### src/design/assert_macros.svh
// Assertion macros for the RTL of the geometry decoder.
`ifndef ASSERT_MACROS_SVH
`define ASSERT_MACROS_SVH

// Same-cycle implication, checked on every rising clock edge outside reset.
`define ASSERT_IMPL(label, clk, rst_n, ante, cons, msg) \
    label: assert property (@(posedge clk) disable iff (!(rst_n)) (ante) |-> (cons)) \
        else $error(msg);

// Next-cycle implication, checked on every rising clock edge outside reset.
`define ASSERT_NEXT(label, clk, rst_n, ante, cons, msg) \
    label: assert property (@(posedge clk) disable iff (!(rst_n)) (ante) |=> (cons)) \
        else $error(msg);

`endif

### src/design/wkb_pkg.sv
// Types and constants of the well-known-binary geometry stream decoder.
`timescale 1ns / 1ps

package wkb_pkg;

    localparam int WKB_COUNT_BITS = 32;

    // Geometry type codes as they appear in the encoding.
    localparam logic [2:0] GEOM_POINT         = 3'd1;
    localparam logic [2:0] GEOM_LINE          = 3'd2;
    localparam logic [2:0] GEOM_POLYGON       = 3'd3;
    localparam logic [2:0] GEOM_MULTI_POINT   = 3'd4;
    localparam logic [2:0] GEOM_MULTI_POLYGON = 3'd6;
    localparam logic [2:0] GEOM_MULTI_OFFSET  = 3'd3;

    typedef enum logic [3:0] {
        PH_IDLE      = 4'd0,
        PH_ORDER     = 4'd1,
        PH_TYPE      = 4'd2,
        PH_PARTS_CNT = 4'd3,
        PH_IN_ORDER  = 4'd4,
        PH_IN_TYPE   = 4'd5,
        PH_RINGS_CNT = 4'd6,
        PH_PTS_CNT   = 4'd7,
        PH_COORD     = 4'd8
    } t_phase;

    typedef enum logic [1:0] {
        KIND_COORD = 2'd0,
        KIND_DONE  = 2'd1,
        KIND_ERROR = 2'd2
    } t_kind;

    typedef enum logic [1:0] {
        ERR_NONE   = 2'd0,
        ERR_OUTER  = 2'd1,
        ERR_NESTED = 2'd2
    } t_err;

    typedef struct packed {
        t_kind       kind;
        logic [63:0] x_bits;
        logic [63:0] y_bits;
        logic [31:0] part_index;
        logic [31:0] ring_index;
        logic        geometry_done;
        logic [31:0] byte_total;
        t_err        error_code;
    } t_result;

    typedef struct packed {
        logic [31:0] word;
        logic [3:0]  fbi;
        logic        full;
    } t_word_step;

endpackage

### src/design/wkb_geometry_stream_decoder.sv
// Well-known-binary geometry decoder: one encoded byte per word in, coordinates out.
//
// The decoder takes one byte of a well-known-binary geometry per input word and
// accepts a new byte in every cycle while s_axis_tready is high. Each byte is
// decoded in a single pass of logic from the parse state to a result register,
// so a result word is registered from the byte that causes it. The output side
// is a two-word buffer (output register plus skid register), so the input keeps
// taking bytes while one result waits; only when both are full does s_axis_tready
// drop. Set s_axis_tuser on the byte-order byte that opens a geometry; a start word
// drops any parse in progress. expected_type is read at every decision; writes on
// the configuration channel are taken at once.
`timescale 1ns / 1ps
`include "assert_macros.svh"

module wkb_geometry_stream_decoder
    import wkb_pkg::*;
#(
    parameter int COUNT_BITS = WKB_COUNT_BITS
) (
    input  logic         i_clk,
    input  logic         i_rst_n,
    // Configuration: expected_type.
    input  logic         i_cfg_valid,
    output logic         o_cfg_ready,
    input  logic [2:0]   i_cfg_data,
    // Input bytes.
    input  logic         s_axis_tvalid,
    output logic         s_axis_tready,
    input  logic [7:0]   s_axis_tdata,   // [7:0] data_byte
    input  logic         s_axis_tuser,   // [0] start_req
    // Results.
    output logic         m_axis_tvalid,
    input  logic         m_axis_tready,
    // [63:0] x_bits, [127:64] y_bits, [159:128] part_index, [191:160] ring_index,
    // [223:192] byte_total, [225:224] error_code, [231:226] zero
    output logic [231:0] m_axis_tdata,
    output logic [1:0]   m_axis_tuser,   // [1:0] kind
    output logic         m_axis_tlast    // [0] geometry_done
);

    localparam logic [32:0] CNT_CAP_W = 33'((64'd1 << COUNT_BITS) - 64'd1);
    localparam logic [COUNT_BITS-1:0] CNT_CAP = CNT_CAP_W[COUNT_BITS-1:0];
    localparam logic [COUNT_BITS-1:0] CNT_ONE = COUNT_BITS'(1);

    // Parse state.
    t_phase                r_phase,        n_phase;
    logic [3:0]            r_fbi,          n_fbi;
    logic                  r_outer_le,     n_outer_le;
    logic                  r_inner_le,     n_inner_le;
    logic [31:0]           r_word,         n_word;
    logic [63:0]           r_x,            n_x;
    logic [63:0]           r_y,            n_y;
    logic [COUNT_BITS-1:0] r_parts_left,   n_parts_left;
    logic [COUNT_BITS-1:0] r_rings_left,   n_rings_left;
    logic [COUNT_BITS-1:0] r_points_left,  n_points_left;
    logic [31:0]           r_cur_part,     n_cur_part;
    logic [31:0]           r_cur_ring,     n_cur_ring;
    logic [31:0]           r_bytes_seen,   n_bytes_seen;
    logic [2:0]            r_exp_type;

    // Result path.
    t_result n_res;
    logic    n_res_valid;
    t_result r_out;
    t_result r_skid;
    logic    r_out_valid;
    logic    r_skid_valid;

    logic in_acc;
    logic out_take;
    logic multi_exp;
    logic [2:0] base_type;

    function automatic t_word_step word_step(input logic [31:0] word,
                                             input logic [3:0]  fbi,
                                             input logic [7:0]  b,
                                             input logic        little);
        t_word_step  ws;
        logic [31:0] base;
        base = (fbi[1:0] == 2'd0) ? 32'd0 : word;
        if (little) begin
            ws.word = base | ({24'd0, b} << {fbi[1:0], 3'b000});
        end else begin
            ws.word = {base[23:0], b};
        end
        ws.full = (fbi[1:0] == 2'd3);
        ws.fbi  = ws.full ? 4'd0 : {2'b00, fbi[1:0] + 2'd1};
        return ws;
    endfunction

    function automatic logic [COUNT_BITS-1:0] sat_count(input logic [31:0] v);
        return ({1'b0, v} > CNT_CAP_W) ? CNT_CAP : v[COUNT_BITS-1:0];
    endfunction

    assign o_cfg_ready   = 1'b1;
    assign s_axis_tready = !r_skid_valid;
    assign in_acc        = s_axis_tvalid && s_axis_tready;
    assign out_take      = r_out_valid && m_axis_tready;

    assign multi_exp = r_exp_type inside {[GEOM_MULTI_POINT:GEOM_MULTI_POLYGON]};
    assign base_type = multi_exp ? (r_exp_type - GEOM_MULTI_OFFSET) : r_exp_type;

    always_comb begin : p_next
        t_word_step ws;
        logic [3:0] k;
        logic       do_points;
        logic       do_part;
        logic       ended;
        logic       emit_done;
        logic       emit_coord;
        logic [31:0] snap_part;
        logic [31:0] snap_ring;

        n_phase       = r_phase;
        n_fbi         = r_fbi;
        n_outer_le    = r_outer_le;
        n_inner_le    = r_inner_le;
        n_word        = r_word;
        n_x           = r_x;
        n_y           = r_y;
        n_parts_left  = r_parts_left;
        n_rings_left  = r_rings_left;
        n_points_left = r_points_left;
        n_cur_part    = r_cur_part;
        n_cur_ring    = r_cur_ring;
        n_bytes_seen  = r_bytes_seen;
        n_res         = '0;
        n_res_valid   = 1'b0;
        ws            = '0;
        k             = r_fbi;
        do_points     = 1'b0;
        do_part       = 1'b0;
        ended         = 1'b0;
        emit_done     = 1'b0;
        emit_coord    = 1'b0;
        snap_part     = 32'd0;
        snap_ring     = 32'd0;

        if (s_axis_tuser) begin
            n_phase       = PH_ORDER;
            n_fbi         = 4'd0;
            n_bytes_seen  = 32'd0;
            n_parts_left  = '0;
            n_rings_left  = '0;
            n_points_left = '0;
            n_cur_part    = 32'd0;
            n_cur_ring    = 32'd0;
        end

        if (n_phase != PH_IDLE && !(&n_bytes_seen)) begin
            n_bytes_seen = n_bytes_seen + 32'd1;
        end

        case (n_phase)
            PH_IDLE: begin
            end
            PH_ORDER: begin
                n_outer_le = (s_axis_tdata != 8'd0);
                n_inner_le = n_outer_le;
                n_fbi      = 4'd0;
                n_phase    = PH_TYPE;
            end
            PH_TYPE: begin
                ws     = word_step(n_word, n_fbi, s_axis_tdata, n_outer_le);
                n_word = ws.word;
                n_fbi  = ws.fbi;
                if (ws.full) begin
                    if (r_exp_type < GEOM_POINT || r_exp_type > GEOM_MULTI_POLYGON ||
                        ws.word != {29'd0, r_exp_type}) begin
                        n_phase = PH_IDLE;
                        n_res_valid      = 1'b1;
                        n_res.kind       = KIND_ERROR;
                        n_res.byte_total = n_bytes_seen;
                        n_res.error_code = ERR_OUTER;
                    end else begin
                        n_cur_part = 32'd0;
                        if (multi_exp) begin
                            n_phase = PH_PARTS_CNT;
                        end else begin
                            n_cur_ring = 32'd0;
                            n_fbi      = 4'd0;
                            n_phase    = (base_type == GEOM_POINT) ? PH_COORD :
                                         (base_type == GEOM_LINE)  ? PH_PTS_CNT :
                                                                     PH_RINGS_CNT;
                        end
                    end
                end
            end
            PH_PARTS_CNT: begin
                ws     = word_step(n_word, n_fbi, s_axis_tdata, n_outer_le);
                n_word = ws.word;
                n_fbi  = ws.fbi;
                if (ws.full) begin
                    n_parts_left = sat_count(ws.word);
                    n_cur_part   = 32'd0;
                    if (n_parts_left == '0) begin
                        n_phase   = PH_IDLE;
                        emit_done = 1'b1;
                    end else begin
                        n_phase = PH_IN_ORDER;
                    end
                end
            end
            PH_IN_ORDER: begin
                n_inner_le = (s_axis_tdata != 8'd0);
                n_fbi      = 4'd0;
                n_phase    = PH_IN_TYPE;
            end
            PH_IN_TYPE: begin
                ws     = word_step(n_word, n_fbi, s_axis_tdata, n_inner_le);
                n_word = ws.word;
                n_fbi  = ws.fbi;
                if (ws.full) begin
                    if (ws.word != {29'd0, base_type}) begin
                        n_phase = PH_IDLE;
                        n_res_valid      = 1'b1;
                        n_res.kind       = KIND_ERROR;
                        n_res.byte_total = n_bytes_seen;
                        n_res.error_code = ERR_NESTED;
                    end else begin
                        n_cur_ring = 32'd0;
                        n_fbi      = 4'd0;
                        n_phase    = (base_type == GEOM_POINT) ? PH_COORD :
                                     (base_type == GEOM_LINE)  ? PH_PTS_CNT :
                                                                 PH_RINGS_CNT;
                    end
                end
            end
            PH_RINGS_CNT: begin
                ws     = word_step(n_word, n_fbi, s_axis_tdata, n_inner_le);
                n_word = ws.word;
                n_fbi  = ws.fbi;
                if (ws.full) begin
                    n_rings_left = sat_count(ws.word);
                    n_cur_ring   = 32'd0;
                    if (n_rings_left == '0) begin
                        do_part = 1'b1;
                    end else begin
                        n_phase = PH_PTS_CNT;
                    end
                end
            end
            PH_PTS_CNT: begin
                ws     = word_step(n_word, n_fbi, s_axis_tdata, n_inner_le);
                n_word = ws.word;
                n_fbi  = ws.fbi;
                if (ws.full) begin
                    n_points_left = sat_count(ws.word);
                    if (n_points_left == '0) begin
                        do_points = 1'b1;
                    end else begin
                        n_phase = PH_COORD;
                        n_fbi   = 4'd0;
                    end
                end
            end
            PH_COORD: begin
                k         = n_fbi;
                snap_part = n_cur_part;
                snap_ring = n_cur_ring;
                if (k == 4'd0) begin
                    n_x = 64'd0;
                    n_y = 64'd0;
                end
                // Bytes 0 to 7 build x, bytes 8 to 15 build y.
                if (!k[3]) begin
                    n_x = n_inner_le ? (n_x | ({56'd0, s_axis_tdata} << {k[2:0], 3'b000}))
                                     : {n_x[55:0], s_axis_tdata};
                end else begin
                    n_y = n_inner_le ? (n_y | ({56'd0, s_axis_tdata} << {k[2:0], 3'b000}))
                                     : {n_y[55:0], s_axis_tdata};
                end
                if (k != 4'd15) begin
                    n_fbi = k + 4'd1;
                end else begin
                    n_fbi      = 4'd0;
                    emit_coord = 1'b1;
                    if (base_type == GEOM_POINT) begin
                        do_part = 1'b1;
                    end else begin
                        if (n_points_left != '0) begin
                            n_points_left = n_points_left - CNT_ONE;
                        end
                        if (n_points_left == '0) begin
                            do_points = 1'b1;
                        end
                    end
                end
            end
            default: begin
                n_phase = PH_IDLE;
            end
        endcase

        // End of a ring or a line: step to the next ring or close the part.
        if (do_points) begin
            n_fbi = 4'd0;
            if (base_type == GEOM_POLYGON) begin
                if (n_rings_left != '0) begin
                    n_rings_left = n_rings_left - CNT_ONE;
                end
                n_cur_ring = n_cur_ring + 32'd1;
                if (n_rings_left != '0) begin
                    n_phase = PH_PTS_CNT;
                end else begin
                    do_part = 1'b1;
                end
            end else begin
                do_part = 1'b1;
            end
        end

        // End of a part: step to the next part or close the geometry.
        if (do_part) begin
            n_fbi = 4'd0;
            if (multi_exp) begin
                if (n_parts_left != '0) begin
                    n_parts_left = n_parts_left - CNT_ONE;
                end
                n_cur_part = n_cur_part + 32'd1;
                if (n_parts_left != '0) begin
                    n_phase = PH_IN_ORDER;
                end else begin
                    n_phase = PH_IDLE;
                    ended   = 1'b1;
                end
            end else begin
                n_phase = PH_IDLE;
                ended   = 1'b1;
            end
        end

        if (emit_coord) begin
            n_res_valid         = 1'b1;
            n_res.kind          = KIND_COORD;
            n_res.x_bits        = n_x;
            n_res.y_bits        = n_y;
            n_res.part_index    = snap_part;
            n_res.ring_index    = snap_ring;
            n_res.geometry_done = ended;
            n_res.byte_total    = ended ? n_bytes_seen : 32'd0;
        end else if (emit_done || ended) begin
            n_res_valid         = 1'b1;
            n_res.kind          = KIND_DONE;
            n_res.geometry_done = 1'b1;
            n_res.byte_total    = n_bytes_seen;
        end
    end

    always_ff @(posedge i_clk) begin
        if (!i_rst_n) begin
            r_exp_type <= GEOM_POLYGON;
        end else if (i_cfg_valid && o_cfg_ready) begin
            r_exp_type <= i_cfg_data;
        end
    end

    always_ff @(posedge i_clk) begin
        if (!i_rst_n) begin
            r_phase       <= PH_IDLE;
            r_fbi         <= 4'd0;
            r_outer_le    <= 1'b0;
            r_inner_le    <= 1'b0;
            r_parts_left  <= '0;
            r_rings_left  <= '0;
            r_points_left <= '0;
            r_cur_part    <= 32'd0;
            r_cur_ring    <= 32'd0;
            r_bytes_seen  <= 32'd0;
        end else if (in_acc) begin
            r_phase       <= n_phase;
            r_fbi         <= n_fbi;
            r_outer_le    <= n_outer_le;
            r_inner_le    <= n_inner_le;
            r_parts_left  <= n_parts_left;
            r_rings_left  <= n_rings_left;
            r_points_left <= n_points_left;
            r_cur_part    <= n_cur_part;
            r_cur_ring    <= n_cur_ring;
            r_bytes_seen  <= n_bytes_seen;
        end
    end

    // Assembly registers are cleared by the first byte of each field.
    always_ff @(posedge i_clk) begin
        if (in_acc) begin
            r_word <= n_word;
            r_x    <= n_x;
            r_y    <= n_y;
        end
    end

    // Output register and skid register. The skid only fills when a new result
    // arrives while the output word is stalled.
    always_ff @(posedge i_clk) begin
        if (!i_rst_n) begin
            r_out_valid  <= 1'b0;
            r_skid_valid <= 1'b0;
        end else if (r_skid_valid) begin
            if (out_take) begin
                r_skid_valid <= 1'b0;
            end
        end else if (in_acc && n_res_valid) begin
            if (!r_out_valid || out_take) begin
                r_out_valid <= 1'b1;
            end else begin
                r_skid_valid <= 1'b1;
            end
        end else if (out_take) begin
            r_out_valid <= 1'b0;
        end
    end

    always_ff @(posedge i_clk) begin
        if (r_skid_valid) begin
            if (out_take) begin
                r_out <= r_skid;
            end
        end else if (in_acc && n_res_valid) begin
            if (!r_out_valid || out_take) begin
                r_out <= n_res;
            end else begin
                r_skid <= n_res;
            end
        end
    end

    assign m_axis_tvalid = r_out_valid;
    assign m_axis_tuser  = r_out.kind;
    assign m_axis_tlast  = r_out.geometry_done;
    assign m_axis_tdata  = {6'd0, r_out.error_code, r_out.byte_total, r_out.ring_index,
                            r_out.part_index, r_out.y_bits, r_out.x_bits};

    `ASSERT_IMPL(a_skid_implies_out, i_clk, i_rst_n, r_skid_valid, r_out_valid,
        "skid register holds a word while the output register is empty")

    `ASSERT_IMPL(a_error_shape, i_clk, i_rst_n,
        m_axis_tvalid && m_axis_tuser == KIND_ERROR,
        !m_axis_tlast && m_axis_tdata[225:224] != ERR_NONE,
        "error word carries a completion flag or no error code")

    `ASSERT_NEXT(a_idle_holds, i_clk, i_rst_n,
        in_acc && r_phase == PH_IDLE && !s_axis_tuser, r_phase == PH_IDLE,
        "decoder left idle without a start word")

    `ASSERT_IMPL(a_word_index_range, i_clk, i_rst_n,
        r_phase == PH_TYPE || r_phase == PH_PARTS_CNT || r_phase == PH_IN_TYPE ||
        r_phase == PH_RINGS_CNT || r_phase == PH_PTS_CNT,
        r_fbi[3:2] == 2'b00,
        "byte index of a 32-bit field out of range")

endmodule
### config.mk
export PLATFORM = sky130hd
export DESIGN_NAME = wkb_geometry_stream_decoder
export DESIGN_NICKNAME = d
export VERILOG_FILES = /design/src/design/wkb_pkg.sv /design/src/design/wkb_geometry_stream_decoder.sv
export VERILOG_INCLUDE_DIRS = /design/src /design/src/design
export SDC_FILE = /design/constraint.sdc
export NUM_CORES = 2
export LEC_CHECK = 0
export BUFFER_PORTS_ARGS = -buffer_cell sky130_fd_sc_hd__buf_2
export CAP_MARGIN = 20
export CORE_MARGIN = 8
export CORE_UTILIZATION = 60
export DETAILED_ROUTE_END_ITERATION = 8
export MAX_ROUTING_LAYER = met4
export PLACE_DENSITY_LB_ADDON = 0.1
export SLEW_MARGIN = 20
export SYNTH_ARGS = -nofsm -noshare
export SYNTH_HDL_FRONTEND = slang
export SYNTH_SLANG_ARGS = --single-unit
export TNS_END_PERCENT = 50
### constraint.sdc
create_clock -name i_clk -period 52.2 [get_ports i_clk]
set_input_delay 5.22 -clock i_clk [delete_from_list [all_inputs] [get_ports i_clk]]
set_output_delay 5.22 -clock i_clk [all_outputs]
set_load 0.05 [all_outputs]
==> impl_metrics.env <==
export IMPL_dpl_cell_area_um2=46800
export IMPL_dieArea_um2=84200
export IMPL_port_buffers=247
export IMPL_synth_area_um2=45100
export IMPL_fin_tns_setup_ns=0
export IMPL_period_needed_ns=13.89
export IMPL_power_frac_seq_pct=49.1
export IMPL_drive_above_1_share_pct=16.3
export IMPL_synthMuxAreaShare_pct=5.80
export IMPL_clk_latency_ns=0.67
export IMPL_grt_busiest_layer="met2"
export IMPL_power_leakage_nw=16.2
export IMPL_grt_util_met1_pct=47.2
export IMPL_cpMaxStageDelayCell="buf_4"
export IMPL_syn_inst=4567
export IMPL_fin_area_um2=49800
export IMPL_max_cap_viol_count=0
export IMPL_rsz0062_at_grt="no"
export IMPL_post_cts_buffers=0
export IMPL_critPathBufInv=5
export IMPL_drtIter0Drc=5546
export IMPL_switchingPower_mw=0.347
export IMPL_ys_flop_type="edfxtp_1"
export IMPL_cp_common_cell="buf_4"
export IMPL_drc=0
export IMPL_drtAntennaViolNets=0
export IMPL_vias=38900
export IMPL_vias_per_cell=6.86
export IMPL_ir_drop_mv=0.0284
export IMPL_required_ns=52.47
export IMPL_power_frac_clock_pct=44.8
export IMPL_start_util_pct=60.6
export IMPL_ys_seq_area_share_pct=50.4
export IMPL_fin_nets=4648
export IMPL_clk_path_buf_depth=3
export IMPL_grt_remaining_overflow=0
export IMPL_synth_simple_area_share_pct=19.0
export IMPL_slew_headroom_pct=18.0
export IMPL_end_kind="flip-flop"
export IMPL_ys_ff_latch=825
export IMPL_gp_congestion=1.03
export IMPL_final_common_cell="edfxtp_1"
export IMPL_synthAdderAreaFrac_pct=0.333
export IMPL_synth_distinct_cells=112
export IMPL_use_met2_pct=51.0
export IMPL_antenna_found_initial=2
export IMPL_ctsResizeCount=0
export IMPL_met3_usage_pct=8.20
export IMPL_clock_sinks=825
export IMPL_die_y_um=290
export IMPL_critPathLaunchType="primary input"
export IMPL_area_delta_synth_final_pct=10.4
export IMPL_yosys_warnings=0
export IMPL_synth_edff_count=618
export IMPL_crit_family="simple AND/OR/NAND/NOR gates"
export IMPL_hold_buffers=0
export IMPL_power_share_switching_pct=24.2
export IMPL_crit_type="in2reg"
export IMPL_first_pass_iters=7
export IMPL_h_tree_depth=3
export IMPL_slowest_delay_ns=0.83
export IMPL_hold_path_class="reg2reg"
export IMPL_final_setup_skew_ns=0.0275
export IMPL_cp_max_fo=76
export IMPL_layout_common_cells="edfxtp_1, nand2_1, nor2_1"
export IMPL_wl_um=148000
export IMPL_setup_violations=0
export IMPL_worst_pin_slew_ns=1.23
export IMPL_place_inst=5496
export IMPL_synth_compound_gate_area_share_pct=18.5
export IMPL_worstPathArrival_ns=14.16
export IMPL_synth_top_family_by_area="simple AND/OR/NAND/NOR gates"
export IMPL_fillers=5845
export IMPL_syn_area_per_cell_um2=9.87
export IMPL_first_global_vias=36300
export IMPL_drv_slew=0
export IMPL_cts_made_buffers=88
export IMPL_cts_clk_slew_worst_paths_ns=0.05
export IMPL_fmax_mhz=72.0
export IMPL_clockRootBuffer="clkbuf_16"
export IMPL_outcome="complete, no violations"
export IMPL_io_pins=255
export IMPL_p_int_mw=1.09
export IMPL_combPwrFrac_pct=6.1
export IMPL_finalCritPeriodShare_pct=26.6
export IMPL_final_cells=5666
export IMPL_dp_hpwl_um=99600
export IMPL_cts_tree="done"
export IMPL_synth_xor_area_share_pct=1.77
export IMPL_cp_cell_sequence="buf_6 > nor2b_1 > ha_1 > nor2b_1 > nand2_2 > and3_1 > or2_2 > inv_1 > ha_1 > nor3b_2 > nand4_1 > a211o_1 > or3_1 > a22oi_1 > o2111ai_1 > o31ai_2 > a21oi_1 > a41oi_4 > buf_4 > buf_4 > buf_4"
export IMPL_grt_max_degree=149
export IMPL_fp_row_count=100
export IMPL_hold_violations=0
export IMPL_die_w_um=290
export IMPL_p_per_area_nw_per_um2=28.8
export IMPL_grt_pass1_wl_um=225000
export IMPL_async_flop_share_pct=0
export IMPL_fp_coreArea_um2=74400
export IMPL_globalRouteTotalUtil_pct=34.6
export IMPL_routedWlPerCell_um=26.2
[state kept, by name (all words and copies together), names as in the netlist, 64 cells and up]
signal        count
r_skid          229
r_y              64
m_axis_tdata    226
r_x              64
[final cells by class]
| class | instances | area (um^2) | share of cell area, % |
|---|---|---|---|
| sequential | 825 | 22700 | 45.6 |
| multi-input combinational | 3314 | 20700 | 41.6 |
| clock buffer | 104 | 2300 | 4.63 |
| timing repair buffer | 333 | 1940 | 3.89 |
| tap | 969 | 1210 | 2.43 |
| clock inverter | 62 | 678 | 1.36 |
| inverter | 57 | 230 | 0.462 |
| antenna | 2 | 5.00 | 0.0101 |
[power groups by stage]
stage	Clock (mW)	Sequential (mW)	Combinational, mW
after floorplan	0	0.715	0.0581
after global placement	0	0.718	0.0825
after detailed placement	0	0.718	0.0827
after CTS	0.649	0.704	0.0831
after global routing	0.674	0.704	0.0913
final	0.643	0.704	0.0869
[worst paths after layout]
check	startpoint	to	slack, ns	cells after the start
max	s_axis_tuser	m_axis_tdata[11]	38.31	21
min	r_rings_left[16]	r_rings_left[16]	0.46	2
max reg2reg	r_fbi[0]	m_axis_tdata[11]	42.79	20
min reg2reg	r_rings_left[16]	r_rings_left[16]	0.46	2
[kinds of logic after synthesis]
kind of cell,Yosys count
xor+xnor,91
compound gates,1270
buf+inv,433
fa+ha+maj,12
simple gates,1698
other cells,2
mux,236
flops,825
[through the flow]
stage / setup WS (ns) / utilization (%) / hold slack (ns) / total power, mW
5_1_grt: 37.65 / 66.9 / 0.470 / 1.47
3_3_place_gp: 37.99 / 62.8 / 0.428 / 0.800
2_1_floorplan: 24.95 / - / 0.417 / 0.774
6_report: 38.31 / 66.9 / 0.460 / 1.43
3_5_place_dp: 37.74 / 62.8 / 0.444 / 0.801
4_1_cts: 38.41 / 66.8 / 0.454 / 1.44
[worst min-delay path: stages (launching register included)]
cell and delay, ns:
dfxtp_1 0.31, nand2_1 0.05, a21oi_1 0.05
[metal layers]
metal  part of all wire, %  vias up
li1                      -    17400
met1                    40    18800
met2                    44     2339
met5                     0        -
met3                    12      393
met4                   3.8        0
[cells in the mapped netlist, types with 14 or more instances]
library cell,n,share of area (%)
o22ai_1,30,0.42
a21o_1,23,0.38
nor4_1,88,1.2
dfxtp_1,207,9.2
o21a_1,18,0.30
buf_2,51,0.57
o41ai_1,19,0.37
or3_1,36,0.50
o2111ai_1,18,0.35
xnor2_1,61,1.2
inv_1,51,0.42
buf_4,19,0.32
o31ai_1,65,1.1
and3_1,99,1.4
clkbuf_1,262,2.2
o21ai_1,17,0.19
xor2_1,30,0.58
edfxtp_1,618,41
a211o_1,19,0.37
and4_1,17,0.33
and2_1,67,0.93
a21oi_1,303,3.4
nand2_1,547,4.6
or2_2,14,0.19
o21ai_0,307,3.4
buf_6,15,0.37
o211ai_1,61,1.0
buf_1,27,0.22
a31oi_1,65,0.90
a22o_1,35,0.68
nand3_1,147,1.6
nand4b_1,16,0.31
nand4_1,58,0.80
nor3_1,114,1.3
a22oi_1,65,1.1
mux2_2,192,4.8
a211oi_1,47,0.78
nand2b_1,37,0.51
or4_1,22,0.37
mux2i_1,43,0.95
nor2b_1,44,0.61
nor2_1,314,2.6
Note: power is estimated with default switching activity, not from simulation.
